`src/sv/rbsi_pkg.sv`:
```
// Shared widths, codes and payload types for the ray/box slab test.
package rbsi_pkg;

	localparam int COORD_W = 32;
	localparam int FRAC_W  = 16;
	localparam int THR_W   = 16;
	localparam int ENTRY_W = 31;
	localparam int AXES    = 3;
	localparam int DIFF_W  = COORD_W + 1;
	localparam int DEN_W   = COORD_W;
	localparam int NUM_W   = DIFF_W + FRAC_W;
	localparam int QUO_W   = NUM_W;
	localparam int DIST_W  = QUO_W + 1;
	localparam int FIFO_DEPTH = 4;
	localparam int FIFO_AW    = $clog2(FIFO_DEPTH);

	typedef enum logic [1:0] {
		OUT_HIT         = 2'd0,
		OUT_INVALID_RAY = 2'd1,
		OUT_INVALID_BOX = 2'd2,
		OUT_MISS        = 2'd3
	} outcome_t;

	// classified test waiting for the divider pipeline
	typedef struct packed {
		logic [AXES-1:0]              active;
		logic [AXES-1:0]              neg_lo;
		logic [AXES-1:0]              neg_hi;
		logic [AXES-1:0][DIFF_W-1:0]  mag_lo;
		logic [AXES-1:0][DIFF_W-1:0]  mag_hi;
		logic [AXES-1:0][DEN_W-1:0]   mag_dir;
		logic                         pre_fail;
		outcome_t                     pre_code;
	} item_t;

	// sideband that rides along the divider stages
	typedef struct packed {
		logic [AXES-1:0] active;
		logic [AXES-1:0] neg_lo;
		logic [AXES-1:0] neg_hi;
		logic            pre_fail;
		outcome_t        pre_code;
	} side_t;

endpackage

```
`src/sv/rbsi_fifo.sv`:
```
// Short queue between classification and the divider pipeline.
module rbsi_fifo (
	input  logic            clk,
	input  logic            arst_n,
	input  logic            push,
	input  rbsi_pkg::item_t wr_item,
	output logic            full,
	input  logic            pop,
	output logic            rd_valid,
	output rbsi_pkg::item_t rd_item
);

	rbsi_pkg::item_t                mem_q [rbsi_pkg::FIFO_DEPTH];
	logic [rbsi_pkg::FIFO_AW-1:0]   wr_ptr_q;
	logic [rbsi_pkg::FIFO_AW-1:0]   rd_ptr_q;
	logic [rbsi_pkg::FIFO_AW:0]     count_q;

	assign full     = count_q == (rbsi_pkg::FIFO_AW+1)'(rbsi_pkg::FIFO_DEPTH);
	assign rd_valid = count_q != '0;
	assign rd_item  = mem_q[rd_ptr_q];

	always_ff @(posedge clk) begin
		if (push) begin
			mem_q[wr_ptr_q] <= wr_item;
		end
	end

	always_ff @(posedge clk or negedge arst_n) begin
		if (!arst_n) begin
			wr_ptr_q <= '0;
			rd_ptr_q <= '0;
			count_q  <= '0;
		end else begin
			if (push)
				wr_ptr_q <= wr_ptr_q + 1'b1;
			if (pop)
				rd_ptr_q <= rd_ptr_q + 1'b1;
			unique case ({push, pop})
				2'b10:   count_q <= count_q + 1'b1;
				2'b01:   count_q <= count_q - 1'b1;
				default: count_q <= count_q;
			endcase
		end
	end

	a_no_overflow: assert property (@(posedge clk) disable iff (!arst_n)
		full |-> !push) else $error("queue written while full");
	a_no_underflow: assert property (@(posedge clk) disable iff (!arst_n)
		!rd_valid |-> !pop) else $error("queue read while empty");
	a_count_range: assert property (@(posedge clk) disable iff (!arst_n)
		count_q <= (rbsi_pkg::FIFO_AW+1)'(rbsi_pkg::FIFO_DEPTH))
		else $error("queue count out of range");

endmodule

```
`config.mk`:
```
export PLATFORM = sky130hd
export DESIGN_NAME = rbsi_fifo
export DESIGN_NICKNAME = d
export VERILOG_FILES = /design/src/sv/rbsi_pkg.sv /design/src/sv/rbsi_fifo.sv
export SDC_FILE = /design/constraint.sdc
export NUM_CORES = 1
export LEC_CHECK = 0
export ABC_AREA = 1
export BUFFER_PORTS_ARGS = -buffer_cell sky130_fd_sc_hd__buf_2
export CAP_MARGIN = 5
export CORE_ASPECT_RATIO = 0.75
export CORE_MARGIN = 2
export CORE_UTILIZATION = 50
export DETAILED_ROUTE_END_ITERATION = 8
export PLACE_DENSITY_LB_ADDON = 0.3
export SLEW_MARGIN = 25
export SYNTH_ARGS = -nofsm -noshare
export SYNTH_HDL_FRONTEND = slang
export SYNTH_SLANG_ARGS = --single-unit
```
`constraint.sdc`:
```
create_clock -name clk -period 7 [get_ports clk]
set_input_delay 0.35 -clock clk [delete_from_list [all_inputs] [get_ports clk]]
set_output_delay 0.35 -clock clk [all_outputs]
set_load 0.05 [all_outputs]
```
* Yosys cells after proc, flatten, opt, wreduce, memory -nomap -nowiden
Memories as Yosys holds them, arrays and structs flattened. Cells that the tools add are included.
Cells by class: muxes and demuxes 3, add/sub/neg operators 4, reduce and logical (&&, ||, !) cells 2, equality and inequality tests 3
Operator list (count):
- $pmux 3 s2 | 1
- $add 2x1->2 const B | 2
- $add 3x1->3 const B | 1
- $eq 3x3->1 const B | 1
- $reduce_bool 3->1 | 1
- $sub 3x1->3 const B | 1
- $eq 2x1->1 const B | 1
- $eq 2x2->1 const B | 1
- $mux 1 | 2
- $reduce_bool 2->1 | 1
Storage, ports and cells: flip-flop bits (word level) 7, bits in writable memories 1224, memories 1, word-level logic and storage cells 16, input port bits 310, output and inout bits 308
Memories:
- mem_q | depth 4, width 306, read ports 1, clocked after Yosys merged registers in 0, wr ports 1, RTL line rbsi_fifo.sv:13 | rbsi_pkg::item_t mem_q [rbsi_pkg::FIFO_DEPTH];

* Depth between registers and ports, before layout
depth after elaboration 2, gate-level depth with buffers 10

* Least setup slack after synthesis
Ideal clock, no wire load.
path kind register to register, from register wr_ptr_q[0] in the netlist's numbering, to memory mem_q[2][0] in the netlist's numbering, enable pin, setup slack -246 ps, data required time 6343 ps, period minus slack after synthesis 7246 ps, cell stages (with the launch flop) 5, arrival time 6589 ps, buffers on the path 0, path through dfrtp_1 > inv_1 > ha_1 > nand2_1 > inv_1
RTL lines:
- start, declared | RTL line rbsi_fifo.sv:14 | logic [rbsi_pkg::FIFO_AW-1:0] wr_ptr_q;
- start signal, assigned | RTL line rbsi_fifo.sv:35 | wr_ptr_q <= wr_ptr_q + 1'b1;
- end, declared | RTL line rbsi_fifo.sv:13
No word-level cell before the write port.

==> impl_metrics.py <==
metrics = {
    "clocking": {
        "cts_made_buffers": 113,
        "clockRootBuffer": "clkbuf_16",
        "cts_resized": 0,
        "post-cts-setup-buffers": 0,
        "worstSkewPairLatency_ps": 710,
        "clk_pin_slew_ps": 70,
        "cts_tree": "done",
        "clockBufferDepth": 3,
        "cts_sinks": 1231,
        "htreeDepth": 3,
    },
    "layout": {
        "nets": 4809,
        "drive_gt1_frac": 0.176,
        "area_delta_synth_final_pct": 22.1,
    },
    "floorplanning": {
        "die_w_um": 364,
        "start_util": 0.507,
        "die_y_um": 274,
        "dieArea_um2": 99600,
        "io_pins": 618,
        "rows": 98,
        "coreArea_um2": 95800,
    },
    "synth": {
        "synth_top_cell_by_area": "edfxtp_1",
        "synth_seq_cells": 1231,
        "synth_flop_cell": "edfxtp_1",
        "synth_top_area_share": 0.758,
        "muxShareOfSynthArea": 0,
        "syn_avg_cell_area_um2": 13.4,
        "synthCells": 3618,
        "ys_seq_area_frac": 0.761,
        "synthAdderAreaFrac": 0.00170,
        "ys_warn_count": 0,
        "synth-simple-area-share": 0.0723,
        "yosysMostFrequentCell": "edfxtp_1",
        "yosysUniqueCellTypes": 17,
        "async_flop_share": 0.00569,
        "syn_nets": 3934,
        "synth_compound_area_frac": 0.0949,
        "synth_edf_count": 1224,
        "synth_area_leaders": "edfxtp_1 76%, o211ai_1 9.5%, nand2_1 7.2%",
        "yosys-top-cells-count": "1224 x edfxtp_1, 929 x nand2_1, 625 x inv_1",
        "synth_top_family_by_area": "compound AO/OA/AOI/OAI gates",
        "synth_xor_area_frac": 0.000722,
        "synth_area_um2": 48500,
    },
    "placed_design": {
        "gp_congestion": 0.806,
        "place_hpwl_um": 64900,
        "io_buffers": 617,
    },
    "power_and_ir_drop": {
        "clock_power_share": 0.205,
        "power_switching_share": 0.453,
        "power.density_nw_per_um2": 479,
        "peakVddDrop_v": 0.000429,
        "switchingPower_mw": 12.9,
        "internal_power_mw": 15.5,
        "seqPwrFrac": 0.353,
        "pwr-share-comb": 0.442,
        "p_leak_nw": 23.5,
    },
    "routing": {
        "drtAntennaViolNets": 0,
        "vias": 30094,
        "drc": 0,
        "drtPass1Iterations": 5,
        "vias_per_cell": 5.11,
        "wire_per_inst_um": 18.6,
        "drt_iter0_drc": 2297,
        "routed_wl_um": 109000,
    },
    "worst_setup_path": {
        "criticalPathCategory": "flip-flop to output pin",
        "critical_path.max_stage_delay_ps": 830,
        "cp.arrival_ps": 3860,
        "crit_top_cell": "buf_4",
        "endpoint_kind": "output pin",
        "crit_slowest_cell": "dfrtp_4",
        "crit_fanout": 71,
        "critPathLaunchType": "flip-flop",
        "critical_path.cell_chain": "buf_4 > buf_4 > o211ai_1 > nand2_1 > buf_2",
        "cp_data_required_time_ps": 6650,
    },
    "sta": {
        "post-route-period-util": 0.602,
        "period_needed_ps": 4210,
        "rsz0062_at_grt": "no",
        "whs_ps": 391,
        "hold_viol": 0,
        "finalClockSkew_ps": 32.2,
        "tns_ps": 0,
        "fmax_mhz": 237,
        "slew_viol_final": 0,
        "worstMarginPinSlew_ps": 1180,
        "setup_violations": 0,
        "relSlewSlack": 0.211,
    },
    "global_routing": {
        "antenna_found_initial": 21,
        "grt_usage": 0.215,
        "first_global_vias": 28763,
        "grt_pass1_wl_um": 165000,
        "grt_overflow": 0,
        "grt_max_degree": 257,
    },
    "job": {
        "cap_violations": 0,
    },
    "hold_path": {
        "min_path_type": "primary input to flip-flop",
    },
    "status": {
        "status": "completed",
    },
}
[through the flow]
stage	util	cells	setup slack, ps	area (um2)	power (mW)
after floorplan	-	3618	1310	48500	19.6
after global placement	0.549	5365	3580	52600	22.5
after detailed placement	0.550	5366	3570	52600	22.6
after CTS	0.618	5869	2770	59200	28.5
after global routing	0.619	5886	2610	59300	29.7
final	0.619	5889	2790	59300	28.4
[path summary, 6_finish.rpt]
path	from	end	slack, ps	cells after the start
worst max-delay path	rd_ptr_q[1]	rd_item[113]	2790	5
worst min-delay path	wr_item[289]	mem_q[3][289]	390	2
worst max register to register	wr_ptr_q[0]	mem_q[0][118]	3880	6
worst min register to register	count_q[2]	count_q[2]	470	2
max in group asynchronous	arst_n	rd_ptr_q[0]	6010	3
min in group asynchronous	arst_n	wr_ptr_q[0]	630	3
[cells in the final DEF, fill, tap and decap left out, types with 3 or more instances in the layout]
cell | synthesis | final
clkinv_1 | 0 | 23
diode_2 | 0 | 18
ha_1 | 5 | 5
o211ai_1 | 612 | 612
xor2_1 | 3 | 3
clkinv_8 | 0 | 3
clkbuf_16 | 0 | 113
inv_1 | 625 | 621
buf_2 | 179 | 617
clkinv_2 | 0 | 14
nand2_1 | 929 | 929
edfxtp_1 | 1224 | 1224
clkinvlp_4 | 0 | 4
buf_4 | 4 | 26
bufinv_16 | 0 | 7
clkbuf_1 | 21 | 28
buf_12 | 0 | 10
dfrtp_1 | 7 | 5
dlygate4sd3_1 | 0 | 310
[routing by layer]
metal  vias to the layer above  GRT usage  wire length (um)
met2                       930      0.353             53200
met4                        10     0.0737              3340
li1                      14400          -                 -
met5                         -          0                55
met1                     14545      0.281             45000
met3                       209     0.0540              7660
[critical path: cells and delay by family, from the launching register on]
kind                   cells  cell delay [ps]
DFF                        1              830
AOI/OAI and AO/OA          1              230
and+or+nand+nor            1              140
buffers and inverters      3             1760
[power groups by stage]
stage          sequential, mW  clock, mW  combinational [mW]
2_1_floorplan            10.3          0                9.37
3_3_place_gp             10.2          0                12.3
3_5_place_dp             10.2          0                12.4
4_1_cts                  10.1       5.91                12.5
5_1_grt                  10.1       6.19                13.4
6_report                 10.0       5.81                12.5
[area by class of cell]
| class | instances | area (um2) |
|---|---|---|
| sequential | 1231 | 36900 |
| multi-input combinational | 1557 | 8230 |
| timing repair buffer | 964 | 6610 |
| clock inverter | 52 | 497 |
| antenna | 18 | 45.0 |
| inverter | 626 | 2380 |
| clock buffer | 141 | 2930 |
| fill | 7017 | 36500 |
| tap | 1300 | 1630 |
[cells by family (layout without fill, tap and decap cells)]
kind of cell / Yosys count / after routing
DFF: 1231 / 1231
and+or+nand+nor: 933 / 933
buffers and inverters: 830 / 1783
AOI/OAI and AO/OA: 614 / 614
other: 0 / 18
xor gates and xnor gates: 4 / 4
adders and majority gates: 6 / 6
[state kept, by name (all words and copies together), names as in the netlist]
name and count:
wr_ptr_q 2, mem_q 1224, count_q 3, rd_ptr_q 2
[timing repair]
action                                  4_1_cts  5_1_grt
endpoints found under the setup margin        0        0
endpoints found under the hold margin      1235        0
hold buffers                                310        0
Power figures use the tool's default switching activity.
