===== src/sv/rbsi_pkg.sv =====
// Shared widths, codes and payload types for the ray/box slab test.
package rbsi_pkg;

	localparam int COORD_W = 32;
	localparam int FRAC_W  = 16;
	localparam int THR_W   = 16;
	localparam int ENTRY_W = 31;
	localparam int AXES    = 3;
	localparam int DIFF_W  = COORD_W + 1;
	localparam int DEN_W   = COORD_W;
	localparam int NUM_W   = DIFF_W + FRAC_W;
	localparam int QUO_W   = NUM_W;
	localparam int DIST_W  = QUO_W + 1;
	localparam int FIFO_DEPTH = 4;
	localparam int FIFO_AW    = $clog2(FIFO_DEPTH);

	typedef enum logic [1:0] {
		OUT_HIT         = 2'd0,
		OUT_INVALID_RAY = 2'd1,
		OUT_INVALID_BOX = 2'd2,
		OUT_MISS        = 2'd3
	} outcome_t;

	// classified test waiting for the divider pipeline
	typedef struct packed {
		logic [AXES-1:0]              active;
		logic [AXES-1:0]              neg_lo;
		logic [AXES-1:0]              neg_hi;
		logic [AXES-1:0][DIFF_W-1:0]  mag_lo;
		logic [AXES-1:0][DIFF_W-1:0]  mag_hi;
		logic [AXES-1:0][DEN_W-1:0]   mag_dir;
		logic                         pre_fail;
		outcome_t                     pre_code;
	} item_t;

	// sideband that rides along the divider stages
	typedef struct packed {
		logic [AXES-1:0] active;
		logic [AXES-1:0] neg_lo;
		logic [AXES-1:0] neg_hi;
		logic            pre_fail;
		outcome_t        pre_code;
	} side_t;

endpackage


===== src/sv/rbsi_front.sv =====
// Front end: input register, threshold register and per-axis classification.
module rbsi_front (
	input  logic                                  clk,
	input  logic                                  arst_n,
	input  logic                                  cfg_wr_en,
	input  logic [rbsi_pkg::THR_W-1:0]            cfg_wr_data,
	input  logic                                  in_valid,
	output logic                                  in_stall,
	input  logic signed [rbsi_pkg::COORD_W-1:0]   org [rbsi_pkg::AXES],
	input  logic signed [rbsi_pkg::COORD_W-1:0]   dir [rbsi_pkg::AXES],
	input  logic signed [rbsi_pkg::COORD_W-1:0]   lo  [rbsi_pkg::AXES],
	input  logic signed [rbsi_pkg::COORD_W-1:0]   hi  [rbsi_pkg::AXES],
	input  logic                                  fifo_full,
	output logic                                  push,
	output rbsi_pkg::item_t                       item
);

	logic [rbsi_pkg::THR_W-1:0] thr_q;
	logic                       valid_s1;
	rbsi_pkg::item_t            item_s1;
	rbsi_pkg::item_t            cls;

	logic [rbsi_pkg::AXES-1:0]  par_miss;
	logic [rbsi_pkg::AXES-1:0]  box_bad;
	logic                       ray_bad;

	always_ff @(posedge clk or negedge arst_n) begin
		if (!arst_n) begin
			thr_q <= '0;
		end else if (cfg_wr_en) begin
			thr_q <= cfg_wr_data;
		end
	end

	always_comb begin
		logic signed [rbsi_pkg::DIFF_W-1:0] dlo;
		logic signed [rbsi_pkg::DIFF_W-1:0] dhi;
		logic [rbsi_pkg::DEN_W-1:0]         mdir;
		cls = '0;
		ray_bad = 1'b1;
		for (int a = 0; a < rbsi_pkg::AXES; a++) begin
			dlo  = {lo[a][rbsi_pkg::COORD_W-1], lo[a]} - {org[a][rbsi_pkg::COORD_W-1], org[a]};
			dhi  = {hi[a][rbsi_pkg::COORD_W-1], hi[a]} - {org[a][rbsi_pkg::COORD_W-1], org[a]};
			mdir = dir[a][rbsi_pkg::COORD_W-1] ? rbsi_pkg::DEN_W'(-dir[a]) : dir[a];
			if (dir[a] != '0)
				ray_bad = 1'b0;
			box_bad[a]  = lo[a] > hi[a];
			cls.active[a] = mdir > rbsi_pkg::DEN_W'(thr_q);
			par_miss[a] = !cls.active[a] && (org[a] < lo[a] || org[a] > hi[a]);
			cls.neg_lo[a]  = dlo[rbsi_pkg::DIFF_W-1] ^ dir[a][rbsi_pkg::COORD_W-1];
			cls.neg_hi[a]  = dhi[rbsi_pkg::DIFF_W-1] ^ dir[a][rbsi_pkg::COORD_W-1];
			cls.mag_lo[a]  = dlo[rbsi_pkg::DIFF_W-1] ? -dlo : dlo;
			cls.mag_hi[a]  = dhi[rbsi_pkg::DIFF_W-1] ? -dhi : dhi;
			cls.mag_dir[a] = mdir;
		end
		priority if (ray_bad) begin
			cls.pre_fail = 1'b1;
			cls.pre_code = rbsi_pkg::OUT_INVALID_RAY;
		end else if (|box_bad) begin
			cls.pre_fail = 1'b1;
			cls.pre_code = rbsi_pkg::OUT_INVALID_BOX;
		end else if (|par_miss) begin
			cls.pre_fail = 1'b1;
			cls.pre_code = rbsi_pkg::OUT_MISS;
		end else begin
			cls.pre_fail = 1'b0;
			cls.pre_code = rbsi_pkg::OUT_HIT;
		end
	end

	assign in_stall = valid_s1 && fifo_full;
	assign push     = valid_s1 && !fifo_full;
	assign item     = item_s1;

	always_ff @(posedge clk or negedge arst_n) begin
		if (!arst_n) begin
			valid_s1 <= 1'b0;
		end else if (!in_stall) begin
			valid_s1 <= in_valid;
		end
	end

	always_ff @(posedge clk) begin
		if (!in_stall && in_valid) begin
			item_s1 <= cls;
		end
	end

endmodule


===== config.mk =====
export PLATFORM = sky130hd
export DESIGN_NAME = rbsi_front
export DESIGN_NICKNAME = d
export VERILOG_FILES = /design/src/sv/rbsi_pkg.sv /design/src/sv/rbsi_front.sv
export SDC_FILE = /design/constraint.sdc
export NUM_CORES = 1
export LEC_CHECK = 0
export ABC_AREA = 1
export BUFFER_PORTS_ARGS = -buffer_cell sky130_fd_sc_hd__clkbuf_2
export CORE_MARGIN = 2
export CORE_UTILIZATION = 47
export DETAILED_ROUTE_END_ITERATION = 10
export GPL_TIMING_DRIVEN = 0
export PLACE_DENSITY = 0.7
export REMOVE_ABC_BUFFERS = 1
export SYNTH_ARGS = -nofsm -noshare
export SYNTH_HDL_FRONTEND = slang
export SYNTH_SLANG_ARGS = --single-unit
export TNS_END_PERCENT = 100

===== constraint.sdc =====
create_clock -name clk -period 20.4 [get_ports clk]
set_input_delay 0 -clock clk [delete_from_list [all_inputs] [get_ports clk]]
set_output_delay 0 -clock clk [all_outputs]
set_load 0.1 [all_outputs]

# Yosys cells after proc, flatten, opt, wreduce, memory -nomap -nowiden
# Cells that the tools add are included.
[word_totals] elab_cells=89 out_inout_bits=308 mem_bits_rw=0 input_bits=405 ff_bits=323 memories=0 rom_bits=0 latch_bits=0
[op_classes] n_addsub=15 n_mul=0 bitwise=6 n_div=0 mux=14 reduce_logical=20 magnitude_cmp=12 shifts=0 n_eq_ne=0
[ops] op="2-to-1 mux 32 bit" count=9
[ops] op="negator 33 bit" count=6
[ops] op="subtractor 32 x 32 -> 33 bit" count=6
[ops] op="> comparator 32 bit" count=6
[ops] op="> comparator 32 x 16 -> 1 bit" count=3
[ops] op="< comparator 32 bit" count=3
[ops] op="negator 32 bit" count=3
[ops] op="nonzero test 32 bit" count=3
[ops] op="logical AND 1 bit" count=6
[ops] op="OR reduction 3 bit" count=2
[ops] op="bitwise XOR 1 bit" count=6
[ops] op="logical NOT 1 bit" count=5
[ops] op="OR reduction 4 bit" count=1
[ops] op="logical OR 1 bit" count=3
[ops] op="2-to-1 mux 1 bit" count=3
[ops] op="2-to-1 mux 3 bit" count=1
[ops] op="2-to-1 mux 2 bit" count=1

# Longest topological paths before layout
# Gate-level depths: netlist of run 1.
[logic_depth] depth_word=8 mapped_depth=23

# Worst setup path before layout of run 1
# Ideal clock, no wire load.
[synth_timing] path_kind="flip-flop to flip-flop" startpoint="register valid_s1" endpoint="register item_s1, in the netlist item[0] (enable)" arrival_time_ns=13.679 required_ns=19.423 synth_period_minus_slack_ns=14.657 slack_ns=5.743 stages_incl_launch_ff=4 cell_sequence="dfrtp_1 -> nand2_1 -> inv_1 -> nor2_1"
[synth_via] elab_chain_len=3
[synth_lines] element="from (decl)" line_no="rbsi_front.sv:19" source="logic valid_s1;"
[synth_lines] element="from (signal assigned)" line_no="rbsi_front.sv:79" source="valid_s1 <= in_valid;"
[synth_lines] element="logical AND 1 bit" line_no="rbsi_front.sv:71" source="assign in_stall = valid_s1 && fifo_full;"
[synth_lines] element="via in_stall" line_no="rbsi_front.sv:8" source="output logic in_stall,"
[synth_lines] element="logical NOT 1 bit" line_no="rbsi_front.sv:84" source="if (!in_stall && in_valid) begin"
[synth_lines] element="logical AND 1 bit" line_no="rbsi_front.sv:84"
[synth_lines] element="to (signal assigned)" line_no="rbsi_front.sv:85" source="item_s1 <= cls;"
[synth_lines] element="to (decl)" line_no="rbsi_front.sv:20" source="rbsi_pkg::item_t item_s1;"
# The timed path passes the listed nets, and every way through them passes these cells.
# A chain may end at the register's enable or synchronous reset.

==> results.ini, run 1 <==
[synth]
post-synth-top-area-cell=edfxtp_1
yosys_most_used_dff=edfxtp_1
syn_avg_cell_area_sq_um=6.37
synth.most_common_cell=nand2_1
synth.top_cell.area_share_pct=24.3
ys_ff_latch=323
syn_inst=5938
synth_area_leaders=edfxtp_1, nand2_1, ha_1
synth_enable_flop_cells=306
syn-cell-area_sq_um=37800
synthDistinctLibCells=56
yosysWarnings=0
synthArstFlopShare_pct=5.26
ys_seq_area_share_pct=25.4
synthTopCellsByCount=nand2_1, inv_1, nor2_1, nand3_1, ha_1

[timing]
slew-limit-headroom_pct=19.9
finalSetupTns_ns=0
setup_slack_ns=16.31
finalHoldViolations=0
setup_violations=0
slew_viol_final=0
tightestPinTransition_ns=1.20
finalCriticalPeriod_ns=4.09
finClkSkew_ns=0.0219
rsz0062_at_grt=false
max_freq_ghz=0.245
period_share_pct=20.0

[global_route]
antenna_found_initial=6
grt_pass1_vias=38428
gr-usage-met2_pct=58.3
grt_most_used_layer=met2
grt_use_total_pct=34.6
use_met1_pct=42.3
grt_first_pass_wirelength_um=219000
grt_max_degree=39
grt_use_met3_pct=5.13
grt_overflow=0

[routing]
drc=0
vias=41573
drtAntennaViolNets=0
drt_iter0_markers=2928
drtPass1Iterations=8
wl_per_cell_um=18.9
vias_per_cell=5.27
drt_wl_total_um=149000

[clocking]
cts_tree=yes
cts-buffers-inserted=39
post_cts_buffers=0
clk_pin_slew_ns=0.06
clock-root-buffer=clkbuf_16
numClockSinks=323
hold_buffers=132
cts_max_level=2
cts_buffer_depth=3
ctsResizeCount=0
insertion_delay_ns=0.61

[floorplanning]
die_width_um=288
die_y_um=288
start_util_pct=47.2
rows=104
dieArea_sq_um=82700
coreArea_sq_um=80000
num_io_pins=713

[setup_path]
endpoint_kind=register
cp.required_ns=20.75
critPathArrivalTime_ns=4.44
crit_fanout=30
crit_type=input pin to register
cp-start-kind=input pin

[placed_design]
placed_cells=7679
portBuffers=712
dp_worst_setup_slack_ns=16.13
hpwl_um=127000
gp_routability_congestion=1.02

[cells_and_area]
syn_to_final_growth_pct=19.7
fin_cells=7887
post-route-util_pct=56.5
drive_gt1_share_pct=14.2
fin_nets=7554

[power]
peakVddDrop_mv=0.0817
power_density_nw_per_um2=73.2
cellLeakagePower_uw=0.0243

[run]
max_cap_violations=0

[worst_hold_path]
hp-class=input pin to register

[outcome]
status=complete, no violations

==> cell usage in the layout (no fill, tap or decap), types with 5 or more instances in the layout <==
master | Yosys | layout
nand2_4 | 9 | 9
o21ai_1 | 19 | 19
clkbuf_16 | 0 | 42
xnor2_1 | 58 | 58
a31oi_1 | 10 | 10
a21o_1 | 8 | 8
edfxtp_1 | 306 | 306
clkinv_1 | 4 | 8
ha_1 | 351 | 351
o21bai_1 | 20 | 20
buf_12 | 0 | 9
a21oi_1 | 270 | 270
dfrtp_1 | 17 | 17
o21a_1 | 8 | 8
nand2_2 | 55 | 55
nor2_1 | 652 | 651
nand3_1 | 387 | 387
nand3b_1 | 51 | 51
inv_2 | 20 | 20
and2_1 | 11 | 11
xor2_1 | 151 | 151
o21ai_0 | 161 | 161
nand2_1 | 1950 | 1950
clkinv_2 | 0 | 5
dlygate4sd3_1 | 0 | 132
o211ai_1 | 12 | 12
nor3_1 | 71 | 71
clkbuf_2 | 0 | 712
nor2_4 | 8 | 9
diode_2 | 0 | 6
fa_1 | 6 | 6
nand3_2 | 25 | 25
clkbuf_1 | 15 | 13
nor2_2 | 45 | 45
nor4_1 | 20 | 20
nand4_1 | 157 | 157
a21oi_2 | 15 | 15
inv_1 | 986 | 986
==> critical path: stages <==
cell and delay (ns):
dlygate4sd3_1 0.54, clkbuf_2 0.13, ha_1 0.20, inv_1 0.22
fa_1 0.33, inv_1 0.09, o21ai_2 0.24, nand2_1 0.10
nand2_2 0.18, nand2_1 0.13, nand3_1 0.15, nand2_1 0.08
nand3_1 0.08, nand2_1 0.05, nand2_1 0.86, inv_1 0.50
or2_1 0.38, nand3_1 0.09, nand2_1 0.06
==> routing by layer <==
layer / wire (um) / share of wire [%]
met5: 30 / 0.020
met4: 9150 / 6.2
met3: 10200 / 6.9
met2: 68900 / 46
met1: 60400 / 41
==> kinds of logic after synthesis <==
| logic type | after synthesis | share of synthesized area (%) |
|---|---|---|
| compound gates | 537 | 7.77 |
| xor+xnor | 214 | 5.06 |
| fa+ha+maj | 357 | 11.9 |
| buf+inv | 1050 | 10.6 |
| flops | 323 | 25.4 |
| mux | 1 | 0.0298 |
| simple gates | 3456 | 39.2 |
==> final timing paths <==
kind / from / endpoint / slack, ns / cells after the start
min reg2reg: thr_q[15]$_DFFE_PN0P_ / thr_q[15]$_DFFE_PN0P_ / 0.60 / 2
max reg2reg: thr_q[14]$_DFFE_PN0P_ / item[1]$_SDFFCE_PP0P_ / 17.55 / 12
max in group asynchronous: arst_n / thr_q[1]$_DFFE_PN0P_ / 19.08 / 3
min: cfg_wr_en / thr_q[15]$_DFFE_PN0P_ / 0.03 / 3
min in group asynchronous: arst_n / thr_q[5]$_DFFE_PN0P_ / 0.74 / 3
max: org[0] / item[291]$_DFFE_PP_ / 16.31 / 19
==> flip-flops by register name, indices dropped and copies added, names as in the netlist <==
name	count
item	306
valid_s1	1
thr_q	16
==> layout make-up <==
class,count,area (sq um)
flip-flops and latches,323,9610
repair buffers,853,5060
clock inverters,15,146
multi-input cells,4565,24200
clock buffers,55,1100
well taps,1060,1330
fillers,8054,34800
inverters,1010,3790
diodes,6,15.0
==> power by group <==
group | leakage [uW] | total [uW] | internal [uW] | switching [uW]
clock network | 0.000604 | 694 | 382 | 311
logic | 0.0205 | 1740 | 409 | 1330
registers | 0.00312 | 881 | 849 | 31.3
total | 0.0243 | 3310 | 1640 | 1670
==> per-stage QoR <==
stage	hold WS (ns)	total power [uW]	cell area, sq um
after floorplan	-0.296	2180	37600
after global placement	0.0288	2590	42500
after detailed placement	0.0364	2580	42700
after CTS	0.00261	3310	45200
after global routing	0.0488	3490	45200
final	0.0300	3310	45200
(Power assumes the default switching activity.)
==> inputs of run 2 (changes only) <==
==> constraint.sdc (replaced) <==
create_clock -name clk -period 3.9 [get_ports clk]
set_input_delay 0 -clock clk [delete_from_list [all_inputs] [get_ports clk]]
set_output_delay 0 -clock clk [all_outputs]
set_load 0.1 [all_outputs]
==> results.ini, run 2 (synthesized netlist as in run 1, its figures left out) <==
[setup_path]
endpoint_kind=register
cp-start-kind=input pin
crit_type=input pin to register
r2r_end=item[1]$_SDFFCE_PP0P_
crit_fanout=6  ; -80%
regToRegSetupSlack_ns=1.29  ; -16.26 ns
cp.required_ns=4.36  ; -16.39 ns
reg2regPathDepth=12  ; unchanged
critPathArrivalTime_ns=4.15  ; -0.29 ns
timing.rr.start=thr_q[14]$_DFFE_PN0P_

[power]
p_int_uw=8580  ; +420%
swShare_pct=50.5  ; about the same
p_switching_uw=8740  ; +420%
pwr-share-seq_pct=26.6  ; about the same
pwr-share-comb_pct=52.4  ; about the same
peakVddDrop_mv=0.426  ; +420%
cellLeakagePower_uw=0.0243  ; about the same
power.clock.fraction_pct=21.0  ; about the same
power_density_nw_per_um2=383  ; +420%

[clocking]
clock-root-buffer=clkbuf_16
clk_pin_slew_ns=0.06  ; about the same
cts-buffers-inserted=39  ; unchanged
cts_tree=yes
insertion_delay_ns=0.61  ; about the same
cts_max_level=2  ; unchanged
numClockSinks=323  ; unchanged
cts_buffer_depth=3  ; unchanged

[global_route]
grt_pass1_vias=38407  ; -0.055%
grt_overflow=0  ; unchanged
grt_first_pass_wirelength_um=219000  ; about the same
antenna_found_initial=6  ; unchanged
grt_use_total_pct=34.5  ; about the same
grt_max_degree=39  ; unchanged

[routing]
drtAntennaViolNets=0  ; unchanged
drc=0  ; unchanged
drtPass1Iterations=5  ; -3
vias=41509  ; -0.15%
drt_wl_total_um=149000  ; about the same
drt_iter0_markers=3069  ; +4.8%
vias_per_cell=5.26  ; -0.14%
wl_per_cell_um=18.8  ; about the same

[floorplanning]
rows=104  ; unchanged
die_y_um=288  ; unchanged
dieArea_sq_um=82700  ; unchanged
num_io_pins=713  ; unchanged
die_width_um=288  ; unchanged
start_util_pct=47.2  ; unchanged
coreArea_sq_um=80000  ; unchanged

[cells_and_area]
final_area_sq_um=45200  ; about the same
largest_reg_flops=306  ; unchanged
drive_gt1_share_pct=14.3  ; +0.046 points
n_fill_cell=8055  ; +0.012%
final_common_cell=nand2_1
final_cell_mix=nand2_1, inv_1, clkbuf_2
fin_nets=7553  ; -0.013%
syn_to_final_growth_pct=19.7  ; about the same

[run]
max_cap_violations=0  ; unchanged

[timing]
rsz0062_at_grt=false
tightestPinTransition_ns=1.20  ; +0.00289 ns
setup_violations=0  ; unchanged
period_share_pct=94.6
slew-limit-headroom_pct=19.8  ; -0.19 points
finalCriticalPeriod_ns=3.69
finalHoldViolations=0  ; unchanged
slew_viol_final=0  ; unchanged
finClkSkew_ns=0.0180  ; -0.00387 ns
max_freq_ghz=0.271
finalSetupTns_ns=0  ; unchanged

[placed_design]
portBuffers=712  ; unchanged
place_area_sq_um=42700  ; unchanged
hpwl_um=127000  ; unchanged
gp_routability_congestion=1.02  ; unchanged

[worst_hold_path]
hold_start=cfg_wr_en
holdPathStages=3  ; unchanged
hp-class=input pin to register
hold_end=thr_q[15]$_DFFE_PN0P_

[outcome]
status=complete, no violations

-- run 2: layer usage --
layer | share of wire (%) | GRT usage (%) | routed length (um)
met5 | 0.020 | 0 | 30
met4 | 6.2 | 18.7 | 9140
met1 | 41 | 42.3 | 60200
met3 | 6.9 | 5.13 | 10300
met2 | 46 | 58.3 | 68900
-- run 2: cell type report --
cell class / instances / area (sq um) / share of cell area (%)
Inverter: 1010 / 3790 / 8.38
Antenna cell: 6 / 15.0 / 0.0332
Timing Repair Buffer: 852 / 5050 / 11.2
Sequential cell: 323 / 9610 / 21.2
Clock buffer: 55 / 1100 / 2.43
Clock inverter: 15 / 146 / 0.324
Tap cell: 1060 / 1330 / 2.93
Multi-Input combinational cell: 4565 / 24200 / 53.5
-- run 2: timing repair --
| action | 4_1_cts | 5_1_grt |
|---|---|---|
| endpoints found under the setup margin | 0 | 14 |
| endpoints found under the hold margin | 154 | 0 |
| resized for setup | 0 | 4 |
| hold buffers | 131 | 0 |
| buffers inserted | 0 | 0 |
-- run 2: worst max path at each step --
| stage | startpoint | to | slack, ns | cells after the start |
|---|---|---|---|---|
| finish | dir[0] | item[1]$_SDFFCE_PP0P_ | 0.21 | 21 |
| global route | lo[0] | item[291]$_DFFE_PP_ | 0.04 | 19 |
| detailed placement | dir[31] | item[1]$_SDFFCE_PP0P_ | -0.37 | 16 |
| global placement | valid_s1$_DFFE_PN0N_ | item[100]$_DFFE_PP_ | -15.81 | 3 |
| CTS | dir[0] | item[1]$_SDFFCE_PP0P_ | 0.03 | 21 |
| floorplan | valid_s1$_DFFE_PN0N_ | item[0]$_SDFFCE_PP1P_ | -10.76 | 3 |
-- run 2: power by group through the flow --
stage          registers [uW]  clock network (uW)  logic (uW)
6_report                 4610                3630        9080
2_1_floorplan            7470                   0        3930
5_1_grt                  4630                3810        9800
4_1_cts                  4600                3700        9010
3_5_place_dp             4660                   0        8840
3_3_place_gp             4800                   0        8750
-- run 2: worst max-delay path, stage by stage --
cell           delay [ns]
dlygate4sd3_1        0.55
clkbuf_2             0.13
inv_1                0.09
ha_1                 0.26
nand2_1              0.24
nor2_4               0.23
nand4_1              0.14
nand2_1              0.12
o21ai_0              0.13
xor2_1               0.20
ha_1                 0.33
nand4_1              0.15
nor3_2               0.20
nand3_1              0.13
a21oi_1              0.33
nand3_1              0.13
nor3_2               0.21
nand3_1              0.20
nand3_1              0.17
nor2_1               0.06
nor2_1               0.13
-- run 2: per-stage QoR --
stage / utilization, % / hold WS (ns) / power, uW / instances / setup WS (ns)
floorplan: - / -0.296 / 11400 / 5898 / -10.76
global placement: 53.1 / 0.0288 / 13500 / 7670 / -15.81
detailed placement: 53.3 / 0.0364 / 13500 / 7679 / -0.369
CTS: 56.5 / 0.00261 / 17300 / 7880 / 0.0320
global route: 56.5 / 0.0488 / 18200 / 7884 / 0.0426
finish: 56.5 / 0.0224 / 17300 / 7886 / 0.210
